## src/sv/assert_macros.svh

```systemverilog
//------------------------------------------------------------------------------
// assert_macros.svh
// Concurrent assertion helpers shared by the RTL.
//------------------------------------------------------------------------------
`ifndef ASSERT_MACROS_SVH
`define ASSERT_MACROS_SVH

// Property checked at every rising clock edge outside reset.
`define OVL_ASSERT(label, clk, rst, prop, msg) \
   label: assert property (@(posedge clk) disable iff (rst) (prop)) else $error(msg);

// Implication checked at every rising clock edge outside reset.
`define OVL_ASSERT_IMPL(label, clk, rst, pre, post, msg) \
   label: assert property (@(posedge clk) disable iff (rst) (pre) |-> (post)) \
      else $error(msg);

`endif

```

## src/sv/ovl_pkg.sv

```systemverilog
//------------------------------------------------------------------------------
// ovl_pkg
// Widths, command and status codes, and cell control type of the value list.
//------------------------------------------------------------------------------
package ovl_pkg;

   localparam int CAPACITY = 16;
   localparam int CNT_W    = $clog2(CAPACITY + 1);
   localparam int IDX_W    = $clog2(CAPACITY);
   localparam int DATA_W   = 32;
   localparam int KIND_W   = 2;
   localparam int STATUS_W = 2;
   localparam int COUNT_W  = 5;

   localparam logic [KIND_W-1:0] KIND_FRONT  = 2'd0;
   localparam logic [KIND_W-1:0] KIND_BACK   = 2'd1;
   localparam logic [KIND_W-1:0] KIND_REMOVE = 2'd2;

   localparam logic [STATUS_W-1:0] ST_DONE   = 2'd0;
   localparam logic [STATUS_W-1:0] ST_FULL   = 2'd1;
   localparam logic [STATUS_W-1:0] ST_ABSENT = 2'd2;

   // Broadcast to every cell of the row.
   typedef struct packed {
      logic shift_right;   // all cells take the left neighbor (front insert)
      logic append;        // the cell at index count takes the value
      logic capture;       // cells register their compare result
      logic shift_left;    // cells at and after the first match take the right neighbor
   } cell_ctl_type;

endpackage

```

## src/sv/ovl_if.sv

```systemverilog
//------------------------------------------------------------------------------
// ovl_if
// Valid/ready channels for commands and results of the value list.
//------------------------------------------------------------------------------
interface ovl_req_if;
   logic                                valid;
   logic                                ready;
   logic [ovl_pkg::KIND_W-1:0]          kind;
   logic signed [ovl_pkg::DATA_W-1:0]   value;

   modport source (output valid, output kind, output value, input ready);
   modport sink   (input valid, input kind, input value, output ready);
endinterface

interface ovl_rsp_if;
   logic                                valid;
   logic                                ready;
   logic [ovl_pkg::STATUS_W-1:0]        status;
   logic [ovl_pkg::COUNT_W-1:0]         entry_count;
   logic signed [ovl_pkg::DATA_W-1:0]   last_value;
   logic                                last_valid;

   modport source (output valid, output status, output entry_count, output last_value,
                   output last_valid, input ready);
   modport sink   (input valid, input status, input entry_count, input last_value,
                   input last_valid, output ready);
endinterface

```

## src/sv/ovl_cell.sv

```systemverilog
//------------------------------------------------------------------------------
// ovl_cell
// One list slot: holds an entry, compares it and trades it with its neighbors.
//------------------------------------------------------------------------------
module ovl_cell (
   input  logic                                clock,
   input  logic                                reset,
   input  ovl_pkg::cell_ctl_type               ctl,
   input  logic [ovl_pkg::IDX_W-1:0]           cell_idx,
   input  logic [ovl_pkg::CNT_W-1:0]           count,
   input  logic signed [ovl_pkg::DATA_W-1:0]   value,
   input  logic signed [ovl_pkg::DATA_W-1:0]   left_data,
   input  logic signed [ovl_pkg::DATA_W-1:0]   right_data,
   input  logic                                seen_in,
   output logic                                seen_out,
   output logic signed [ovl_pkg::DATA_W-1:0]   data
);
   import ovl_pkg::*;

   logic signed [DATA_W-1:0] data_ff;
   logic                     match_ff;
   logic                     occupied;
   logic [CNT_W-1:0]         idx_ext;

   assign idx_ext  = CNT_W'(cell_idx);
   assign occupied = idx_ext < count;
   // Match seen here or anywhere toward the front.
   assign seen_out = seen_in | match_ff;
   assign data     = data_ff;

   always_ff @(posedge clock) begin
      if (reset) begin
         match_ff <= 1'b0;
      end else if (ctl.capture) begin
         match_ff <= occupied && (data_ff == value);
      end
   end

   always_ff @(posedge clock) begin
      if (ctl.shift_right) begin
         data_ff <= left_data;
      end else if (ctl.append && (idx_ext == count)) begin
         data_ff <= value;
      end else if (ctl.shift_left && seen_out) begin
         data_ff <= right_data;
      end
   end

endmodule

```

## src/sv/ordered_value_list.sv

```systemverilog
//------------------------------------------------------------------------------
// ordered_value_list
// Bounded ordered list of signed 32-bit values: front insert, back append,
// remove first equal entry.
//------------------------------------------------------------------------------
// One command is handled at a time. Insert, append and unused kinds go
// through accept, update the cell row, read the back entry into the result
// register and present, and the result is offered in the present step.
// Remove splits the update into a compare step and a shift step, since
// every cell first registers its compare and the row then closes the gap
// in the following cycle. The cell row does one whole-row update per cycle,
// and the back-entry read is registered; a stall on the result side holds
// the result in the present step. The next command is taken once the
// result has been accepted. Reset clears the entry count at once; slot
// contents need no clearing, as only slots below the count are ever read.
//------------------------------------------------------------------------------
`include "assert_macros.svh"

module ordered_value_list (
   input  logic       clock,
   input  logic       reset,
   ovl_req_if.sink    req_ch,
   ovl_rsp_if.source  rsp_ch
);
   import ovl_pkg::*;

   typedef enum logic [2:0] {
      S_IDLE,
      S_EXEC,
      S_SHIFT,
      S_LOAD,
      S_RESP
   } state_type;

   state_type                state_ff;
   logic [KIND_W-1:0]        kind_ff;
   logic signed [DATA_W-1:0] value_ff;
   logic [CNT_W-1:0]         count_ff;
   logic [STATUS_W-1:0]      status_ff;
   logic signed [DATA_W-1:0] last_ff;
   logic                     last_valid_ff;

   cell_ctl_type             ctl;
   logic                     full;
   logic                     found;
   logic [IDX_W-1:0]         last_idx;
   logic signed [DATA_W-1:0] cell_data [CAPACITY];
   logic                     seen [CAPACITY+1];

   assign full     = count_ff == CNT_W'(CAPACITY);
   assign found    = seen[CAPACITY];
   assign last_idx = IDX_W'(count_ff - CNT_W'(1));

   always_comb begin
      ctl.shift_right = (state_ff == S_EXEC) && (kind_ff == KIND_FRONT) && !full;
      ctl.append      = (state_ff == S_EXEC) && (kind_ff == KIND_BACK) && !full;
      ctl.capture     = (state_ff == S_EXEC) && (kind_ff == KIND_REMOVE);
      ctl.shift_left  = state_ff == S_SHIFT;
   end

   assign seen[0] = 1'b0;

   for (genvar i = 0; i < CAPACITY; i++) begin : g_cell
      logic signed [DATA_W-1:0] left_d;
      logic signed [DATA_W-1:0] right_d;

      // The front cell's left neighbor is the incoming value.
      if (i == 0) begin : g_front
         assign left_d = value_ff;
      end else begin : g_inner
         assign left_d = cell_data[i-1];
      end
      if (i == CAPACITY - 1) begin : g_back
         assign right_d = cell_data[i];
      end else begin : g_mid
         assign right_d = cell_data[i+1];
      end

      ovl_cell u_cell (
         .clock      (clock),
         .reset      (reset),
         .ctl        (ctl),
         .cell_idx   (IDX_W'(i)),
         .count      (count_ff),
         .value      (value_ff),
         .left_data  (left_d),
         .right_data (right_d),
         .seen_in    (seen[i]),
         .seen_out   (seen[i+1]),
         .data       (cell_data[i])
      );
   end

   always_ff @(posedge clock) begin
      if (reset) begin
         state_ff      <= S_IDLE;
         count_ff      <= '0;
         status_ff     <= ST_DONE;
         last_valid_ff <= 1'b0;
      end else begin
         unique case (state_ff)
            S_IDLE: begin
               if (req_ch.valid) begin
                  kind_ff  <= req_ch.kind;
                  value_ff <= req_ch.value;
                  state_ff <= S_EXEC;
               end
            end
            S_EXEC: begin
               status_ff <= ST_DONE;
               state_ff  <= S_LOAD;
               if (kind_ff == KIND_FRONT || kind_ff == KIND_BACK) begin
                  if (full) begin
                     status_ff <= ST_FULL;
                  end else begin
                     count_ff <= count_ff + CNT_W'(1);
                  end
               end else if (kind_ff == KIND_REMOVE) begin
                  state_ff <= S_SHIFT;
               end
            end
            S_SHIFT: begin
               if (found) begin
                  count_ff  <= count_ff - CNT_W'(1);
                  status_ff <= ST_DONE;
               end else begin
                  status_ff <= ST_ABSENT;
               end
               state_ff <= S_LOAD;
            end
            S_LOAD: begin
               last_valid_ff <= count_ff != '0;
               last_ff       <= (count_ff != '0) ? cell_data[last_idx] : '0;
               state_ff      <= S_RESP;
            end
            S_RESP: begin
               if (rsp_ch.ready) begin
                  state_ff <= S_IDLE;
               end
            end
            default: begin
               state_ff <= S_IDLE;
            end
         endcase
      end
   end

   assign req_ch.ready       = state_ff == S_IDLE;
   assign rsp_ch.valid       = state_ff == S_RESP;
   assign rsp_ch.status      = status_ff;
   assign rsp_ch.entry_count = COUNT_W'(count_ff);
   assign rsp_ch.last_value  = last_ff;
   assign rsp_ch.last_valid  = last_valid_ff;

   `OVL_ASSERT(a_count_bound, clock, reset, count_ff <= CNT_W'(CAPACITY), "count over capacity")
   `OVL_ASSERT_IMPL(a_last_valid, clock, reset, rsp_ch.valid, rsp_ch.last_valid == (count_ff != '0), "last_valid disagrees with count")
   `OVL_ASSERT_IMPL(a_accept_exec, clock, reset, req_ch.valid && req_ch.ready, ##1 state_ff == S_EXEC, "accepted item not executed")
   `OVL_ASSERT_IMPL(a_shift_remove, clock, reset, state_ff == S_SHIFT, $past(state_ff) == S_EXEC && kind_ff == KIND_REMOVE, "shift without remove")
   `OVL_ASSERT_IMPL(a_full_status, clock, reset, rsp_ch.valid && rsp_ch.status == ST_FULL, count_ff == CNT_W'(CAPACITY), "full status with room left")

endmodule
```

## src/flat_wrapper.sv

```systemverilog
// flat-port wrapper written by rule: the top's interface ports become plain ports
module ordered_value_list_flat import ovl_pkg::*;
  (clock, reset, req_ch_valid, req_ch_kind, req_ch_value, req_ch_ready, rsp_ch_valid, rsp_ch_status, rsp_ch_entry_count, rsp_ch_last_value, rsp_ch_last_valid, rsp_ch_ready);
  ovl_req_if req_ch_i ();
  ovl_rsp_if rsp_ch_i ();
  input  logic clock;
  input  logic reset;
  input wire logic [$bits(req_ch_i.valid)-1:0] req_ch_valid;
  input wire logic [$bits(req_ch_i.kind)-1:0] req_ch_kind;
  input wire logic [$bits(req_ch_i.value)-1:0] req_ch_value;
  output wire logic [$bits(req_ch_i.ready)-1:0] req_ch_ready;
  output wire logic [$bits(rsp_ch_i.valid)-1:0] rsp_ch_valid;
  output wire logic [$bits(rsp_ch_i.status)-1:0] rsp_ch_status;
  output wire logic [$bits(rsp_ch_i.entry_count)-1:0] rsp_ch_entry_count;
  output wire logic [$bits(rsp_ch_i.last_value)-1:0] rsp_ch_last_value;
  output wire logic [$bits(rsp_ch_i.last_valid)-1:0] rsp_ch_last_valid;
  input wire logic [$bits(rsp_ch_i.ready)-1:0] rsp_ch_ready;
  assign req_ch_i.valid = req_ch_valid;
  assign req_ch_i.kind = req_ch_kind;
  assign req_ch_i.value = req_ch_value;
  assign req_ch_ready = req_ch_i.ready;
  assign rsp_ch_valid = rsp_ch_i.valid;
  assign rsp_ch_status = rsp_ch_i.status;
  assign rsp_ch_entry_count = rsp_ch_i.entry_count;
  assign rsp_ch_last_value = rsp_ch_i.last_value;
  assign rsp_ch_last_valid = rsp_ch_i.last_valid;
  assign rsp_ch_i.ready = rsp_ch_ready;
  ordered_value_list u_core (.clock(clock), .reset(reset), .req_ch(req_ch_i), .rsp_ch(rsp_ch_i));
endmodule
```

## config.mk

```make
export PLATFORM = sky130hd
export DESIGN_NAME = ordered_value_list_flat
export DESIGN_NICKNAME = d
export VERILOG_FILES = /design/src/sv/ovl_pkg.sv /design/src/sv/ovl_if.sv /design/src/sv/ovl_cell.sv /design/src/sv/ordered_value_list.sv /design/src/flat_wrapper.sv
export VERILOG_INCLUDE_DIRS = /design/src /design/src/sv
export SDC_FILE = /design/constraint.sdc
export NUM_CORES = 2
export LEC_CHECK = 0
export BUFFER_PORTS_ARGS = -buffer_cell sky130_fd_sc_hd__buf_2
export CAP_MARGIN = 20
export CORE_UTILIZATION = 59
export DETAILED_ROUTE_END_ITERATION = 10
export PLACE_DENSITY_LB_ADDON = 0.08
export SLEW_MARGIN = 10
export SYNTH_ARGS = -nofsm -noshare
export SYNTH_HDL_FRONTEND = slang
export SYNTH_SLANG_ARGS = --single-unit
```

## constraint.sdc

```tcl
create_clock -name clock -period 4.55 [get_ports clock]
set_input_delay 0.6825 -clock clock [delete_from_list [all_inputs] [get_ports clock]]
set_output_delay 0.6825 -clock clock [all_outputs]
set_load 0.03 [all_outputs]
```

* Word-level counts from Yosys, hierarchy flattened
Cells that the tools add are included.
Widths: inputs -> output; s select.
** Word-level totals
- Input port bits :: 38
- Output and inout port bits :: 42
- Flip-flop bits (word level) :: 605
- Word-level logic and storage cells :: 260
** Cells by class
- Bitwise operators :: 17
- Muxes and demuxes :: 63
- Add/subtract/negate cells :: 2
- Magnitude comparators :: 17
- Eq/ne operators :: 43
- Reductions and logical operators :: 79
** Operators with widths (number)
- $mux 32 :: 49
- $eq 32x32->1 :: 16
- $bmux 32 s4 :: 1
- $logic_and 1x1->1 :: 52
- $reduce_bool 3->1 :: 15
- $eq 4x5->1 const A :: 8
- $lt 4x5->1 const A :: 8
- $eq 3x5->1 const A :: 4
- $lt 3x5->1 const A :: 4
- $mux 5 :: 3
- $or 1x1->1 :: 15
- $pmux 3 s5 :: 1
- $eq 2x5->1 const A :: 2
- $lt 1x5->1 const A :: 2
- $lt 2x5->1 const A :: 2
- $pmux 5 s2 :: 1
- $mux 3 :: 3
- $eq 3x2->1 const B :: 2
- $ne 2x2->1 const B :: 3
- $add 5x1->5 const B :: 1
- $eq 1x5->1 const A :: 1
- $eq 5x5->1 const B :: 1
- $ge 5x5->1 const B :: 1
- $logic_not 5->1 :: 1
- other kinds (20) :: 25

* Depth between registers and ports, before layout
- Word-level depth :: 18
- Gate-level depth with buffers :: 12
- Depth with buffers taken out :: 7

* Hierarchy
From an unflattened synthesis, not the netlist that was laid out.
** Unflattened totals
- Cell total of the unflattened synthesis :: 3667
- Area, all modules :: 42359.4 µm²
** Modules (own cells, without submodules)
- ovl_cell :: times used 16, cells each 203, area an instance 2210.9 µm², seq. area each 980.9 µm²
- ordered_value_list :: times used 1, cells each 419, area an instance 6985.4 µm², seq. area each 2202.1 µm²

* Least setup slack after synthesis
Ideal clock, no wire load.
- Kind :: register to register
- Start :: register u_core.count_ff[0], in the netlist u_core.rsp_ch.entry_count[0]
- End :: register u_core.g_cell[15].u_cell.data_ff[0] (enable)
- Data arrival time :: 3.287 ns
- Buffers on the path :: 3
- Path slack :: 0.831 ns
- Setup time :: 0.432 ns
- Period minus slack after synthesis :: 3.719 ns
- Required time :: 4.118 ns
- Cell stages (with the launch flop) :: 7
- Cells stage by stage :: dfxtp_1 -> buf_2 -> buf_2 -> buf_2 -> nand2_1 -> or3_1 -> a21oi_1
** On the way
- Word-level cells in the longest chain between the ends :: 5
- Elaborated cells on any way between the ends :: 7
- Classes of those cells :: 2 x eq/ne; 5 x reduce/logical
** RTL lines
- start: declaration :: RTL line ordered_value_list.sv:38 : logic [CNT_W-1:0] count_ff;
- start signal: assignment :: RTL line ordered_value_list.sv:116 : count_ff <= count_ff + CNT_W'(1);
- start signal: assignment :: RTL line ordered_value_list.sv:124 : count_ff <= count_ff - CNT_W'(1);
- $eq 5x5->1 :: RTL line ordered_value_list.sv:50 : assign full = count_ff == CNT_W'(CAPACITY);
- $logic_not 1->1 :: RTL line ordered_value_list.sv:55, ordered_value_list.sv:56
- $logic_and 1x1->1 :: RTL line ordered_value_list.sv:56 : ctl.append = (state_ff == S_EXEC) && (kind_ff == KIND_BACK) && !full;
- $logic_and 1x1->1 :: RTL line ovl_cell.sv:42 : end else if (ctl.append && (idx_ext == count)) begin
- $reduce_bool 2->1 (no line) *
- end signal: assignment :: RTL line ovl_cell.sv:41 : data_ff <= left_data;
- end signal: assignment :: RTL line ovl_cell.sv:43 : data_ff <= value;
- end signal: assignment :: RTL line ovl_cell.sv:45 : data_ff <= right_data;
- end: declaration :: RTL line ovl_cell.sv:20 : logic signed [DATA_W-1:0] data_ff;
Mark *: on every way between the ends. The rest lies on a longest branch, timed or not.
A chain may end at the register's enable or synchronous reset.

* Worst setup path after layout
- Start :: register u_core.count_ff[1], in the netlist u_core.rsp_ch.entry_count[1]
- End :: register u_core.last_ff[17], in the netlist u_core.rsp_ch.last_value[17], data pin
** On the way
- Word-level cells in the longest chain between the ends :: 5
- Elaborated cells on any way between the ends :: 6
- Classes of those cells :: 1 x add/sub; 3 x mux; 1 x bitwise; 1 x reduce/logical
** RTL lines
- $sub 5x1->5
- $not 4->5 (implied by the code) :: RTL line ordered_value_list.sv:133 : last_ff <= (count_ff != '0) ? cell_data[last_idx] : '0;
- $bmux 32 s4 :: RTL line ordered_value_list.sv:133
- $mux 32 (implied by the code) (2 in series) :: RTL line ordered_value_list.sv:133
- end signal: assignment :: RTL line ordered_value_list.sv:133
- end: declaration :: RTL line ordered_value_list.sv:40 : logic signed [DATA_W-1:0] last_ff;
Several ways; a longest one is shown, not always the timed one. The select of a mux whose other input is x is not followed.

==> summary.txt <==
Critical path
  – CP max FO: 53
  – Slowest stage delay, CP: 0.92 ns
  – Crit-path cells: inv_1 > ha_4 > buf_4 > mux4_2 > a22oi_1 > a31oi_1
  – CP Capture Type: register
  – FF-to-FF Start: u_core.rsp_ch.entry_count[1]
  – Reg2reg setup slack: 0.98 ns
  – R2r worst-path depth: 6
  – Worst Path Arrival: ~3.9 ns
  – Setup Crit Path Kind: register to register
  – Worst EP required: 4.90 ns
  – R2R Path End: u_core.rsp_ch.last_value[17]
  – Slowest-stage cell, CP: ha_4
  – Crit start category: register

Yosys
  – Syn Std Cell Area: 38300 µm²
  – Post-Synth XOR/XNOR Area: between 10% and 20%
  – Syn nets: approximately 4000
  – Synth Instances: 3933
  – Synth Flop Type: edfxtp_1
  – Largest family of logic cells by synthesized area: simple AND/OR/NAND/NOR gates
  – Synth Area in Adders: 0.163%
  – Distinct cells, synth: 56
  – Post-Synth Simple-Gate Area: between 15 and 20%
  – Synth warn: 0
  – Synth Area in Compound Gates: 10.5%
  – Sequential share of the synthesized area: 46.7%
  – Synth Register Bits: 605
  – EDFF count, synth: 578
  – Post-synthesis mux area share: 9.45%
  – Syn_area_per_cell: between 9 and 10 µm²
  – Post-synth ARST share: 0%

CTS
  – Worst skew pair latency: 0.63 ns
  – CTS sink count: 605
  – Root buf cell: clkbuf_16
  – CTS resizes: 0
  – Inserted Clock Buffers: approximately 70
  – Post-CTS Setup Bufs: 0
  – Post-CTS Hold Buffers: 0
  – CTS max path bufs: 3
  – Clk slew on worst S/H paths: 0.06 ns
  – H-tree depth: 3
  – CTS tree: built

Placed design
  – DP Cell Count: about 4600
  – Dpl hpwl: 102000 µm
  – GP Congestion: 1.03
  – Port Buf Inserts: 79
  – Pre-CTS WS: about 1.2 ns

Outcome
  – Outcome: finished, final reports clean

Power and ir drop
  – P_leak: between 10 and 15 nW
  – PwrDens: 415 nW/µm²
  – Logic pwr share: 27.2%
  – Flop pwr share: 40.5%
  – Net switching power figure: approximately 5.8 mW
  – Sw frac: about 33%
  – Peak VDD IR: 0.339 mV
  – Clock share of power: between 30% and 40%
  – Internal Power: 11.5 mW

Timing
  – Final setup viols: 0
  – Fin Clk Skew: roughly 0.022 ns
  – Slew at the pin with the worst max-slew slack: 1.20 ns
  – RSZ-0062 raised after global routing: false
  – Worst setup margin: 0.978 ns
  – Final Hold Violating Endpoints: 0
  – WHS: 0.228 ns
  – Final min period: 3.57 ns
  – Rel. slew slack: 19.2%
  – Fin crit share: 78.5%
  – F_max: 280 MHz
  – Setup_tns: 0 ns
  – Max-slew violation count: 0

Worst hold path
  – Path category of the worst min-delay check: input pin to register
  – Hold Path End: u_core.g_cell[0].left_d[23]
  – Hold Path Stages: 1
  – Hold path start: req_ch_value[23]

Detailed routing
  – ANT nets after route: 0
  – DR iter-0 viols: between 5000 and 6000
  – DRT Pass-1 Iters: 7
  – Final wirelength: 142000 µm
  – Vias per cell: about 6.9
  – Wire per inst: approximately 30 µm
  – Residual DRC: 0
  – Vias: between 30000 and 40000

Die
  – Core ar.: 64300 µm²
  – Die Height: 257 µm
  – DIE WIDTH: 257 µm
  – Die area: 65900 µm²
  – FP Rows: between 90 and 100
  – Top-Level Pins: 80
  – Starting Density: about three fifths

Global route
  – Initial antenna violation count: 3
  – GRT Total Usage: 42.6%
  – First-pass GRT wire length: 207000 µm
  – Pin count of the biggest net entering global routing: 176
  – GRT overflow: 0
  – Vias in the first global route: 30200

Flow run
  – Max-Cap Viols: 0

Final layout
  – Final design utilization: 64.8%
  – Finished Layout Cells: ~4700
  – Nets: 3871
  – Area grow syn2layout: 8.85%
  – Commonest non-fill, non-tap cell in the layout: nand2_1
  – Most frequent cells in the layout: nand2_1 (835), edfxtp_1 (578), nor2_1 (463), a31oi_1 (416), xor2_1 (333)
  – Layout cells sized above 1: around 14%
cell usage after synthesis, types with 10 or more instances:
cell type / n / area [µm²]
nor3_1: 10 / 50.1
nand2_1: 835 / 3130
nor4_1: 96 / 601
a22oi_1: 33 / 248
buf_1: 39 / 146
xor2_1: 333 / 2920
and2_1: 11 / 68.8
edfxtp_1: 578 / 17400
nand2b_1: 41 / 257
dfxtp_1: 27 / 541
o21ai_0: 18 / 90.1
mux4_2: 128 / 2880
mux2_2: 64 / 721
o31ai_1: 11 / 82.6
nand4_1: 68 / 425
xnor2_1: 183 / 1600
buf_2: 55 / 275
a21oi_1: 78 / 390
clkbuf_1: 292 / 1100
a31oi_1: 416 / 2600
nand3_1: 20 / 100
nor2_1: 468 / 1760
o22ai_1: 65 / 407
cell type report:
cell class                 count  area, µm²
clock inverter                29        224
sequential                   605      17900
inverter                       5       18.8
antenna                        2       5.00
tap                          855       1070
fill                        5146      22700
multi-input combinational   2934      19000
timing repair buffer         211       1540
clock buffer                  99       1970
worst max path at each step:
stage	cells past startpoint	end	startpoint	slack [ns]
floorplan	6	u_core.g_cell[15].u_cell.data[0]	u_core.rsp_ch.entry_count[0]	0.83
global placement	6	u_core.rsp_ch.last_value[17]	u_core.rsp_ch.entry_count[1]	1.33
detailed placement	6	u_core.rsp_ch.last_value[17]	u_core.rsp_ch.entry_count[1]	1.24
CTS	6	u_core.rsp_ch.last_value[17]	u_core.rsp_ch.entry_count[1]	1.21
global route	6	u_core.rsp_ch.last_value[17]	u_core.rsp_ch.entry_count[1]	0.97
finish	6	u_core.rsp_ch.last_value[17]	u_core.rsp_ch.entry_count[1]	0.98
power by group through the flow:
stage	combinational, mW	clock (mW)	sequential (mW)
floorplan	3.09	0	6.90
global placement	4.46	0	7.08
detailed placement	4.53	0	7.09
CTS	4.56	5.59	6.98
global route	4.88	5.78	7.02
finish	4.71	5.58	7.01
worst max-delay path, delay by kind of cell (launching register included):
family / cells / cell delay, ns
compound gates: 2 / 0.73
fa+ha+maj: 1 / 0.92
buf+inv: 2 / 0.62
flops: 1 / 0.62
mux: 1 / 0.35
flip-flops by register name (all words and copies together), names as in the netlist:
signal / flops
u_core.g_cell.left_d: 32
u_core.g_cell.u_cell.data: 512
u_core.g_cell.u_cell.match_ff: 16
u_core.kind_ff: 2
u_core.rsp_ch.entry_count: 5
u_core.rsp_ch.last_valid: 1
u_core.rsp_ch.last_value: 32
u_core.rsp_ch.status: 2
u_core.state_ff: 3
per-stage QoR:
stage	area, µm²	total power, mW
2_1_floorplan	38300	9.99
5_1_grt	41700	17.7
6_report	41700	17.3
4_1_cts	41600	17.1
3_5_place_dp	39400	11.6
3_3_place_gp	39400	11.5
logic make-up (layout without fill, tap and decap cells):
family,Yosys count,count (layout)
multiplexers,193,193
AND/OR/NAND/NOR,1575,1575
AO/OA/AOI/OAI,645,645
adder cells (fa/ha/maj),5,5
buffers and inverters,394,344
flip-flops,605,605
other,0,2
XOR/XNOR,516,516
per-layer routing:
| layer | wire length [µm] | share of wire (%) | global-route usage (%) | up-vias |
|---|---|---|---|---|
| li1 | - | - | - | 13900 |
| met1 | 50400 | 35 | 57.5 | 15800 |
| met2 | 61600 | 43 | 61.8 | 2683 |
| met3 | 17900 | 13 | 7.89 | 407 |
| met4 | 12200 | 8.6 | 31.2 | 2 |
| met5 | 11 | 0.0077 | 0 | - |
No activity file was read; power rests on OpenSTA's default activity.
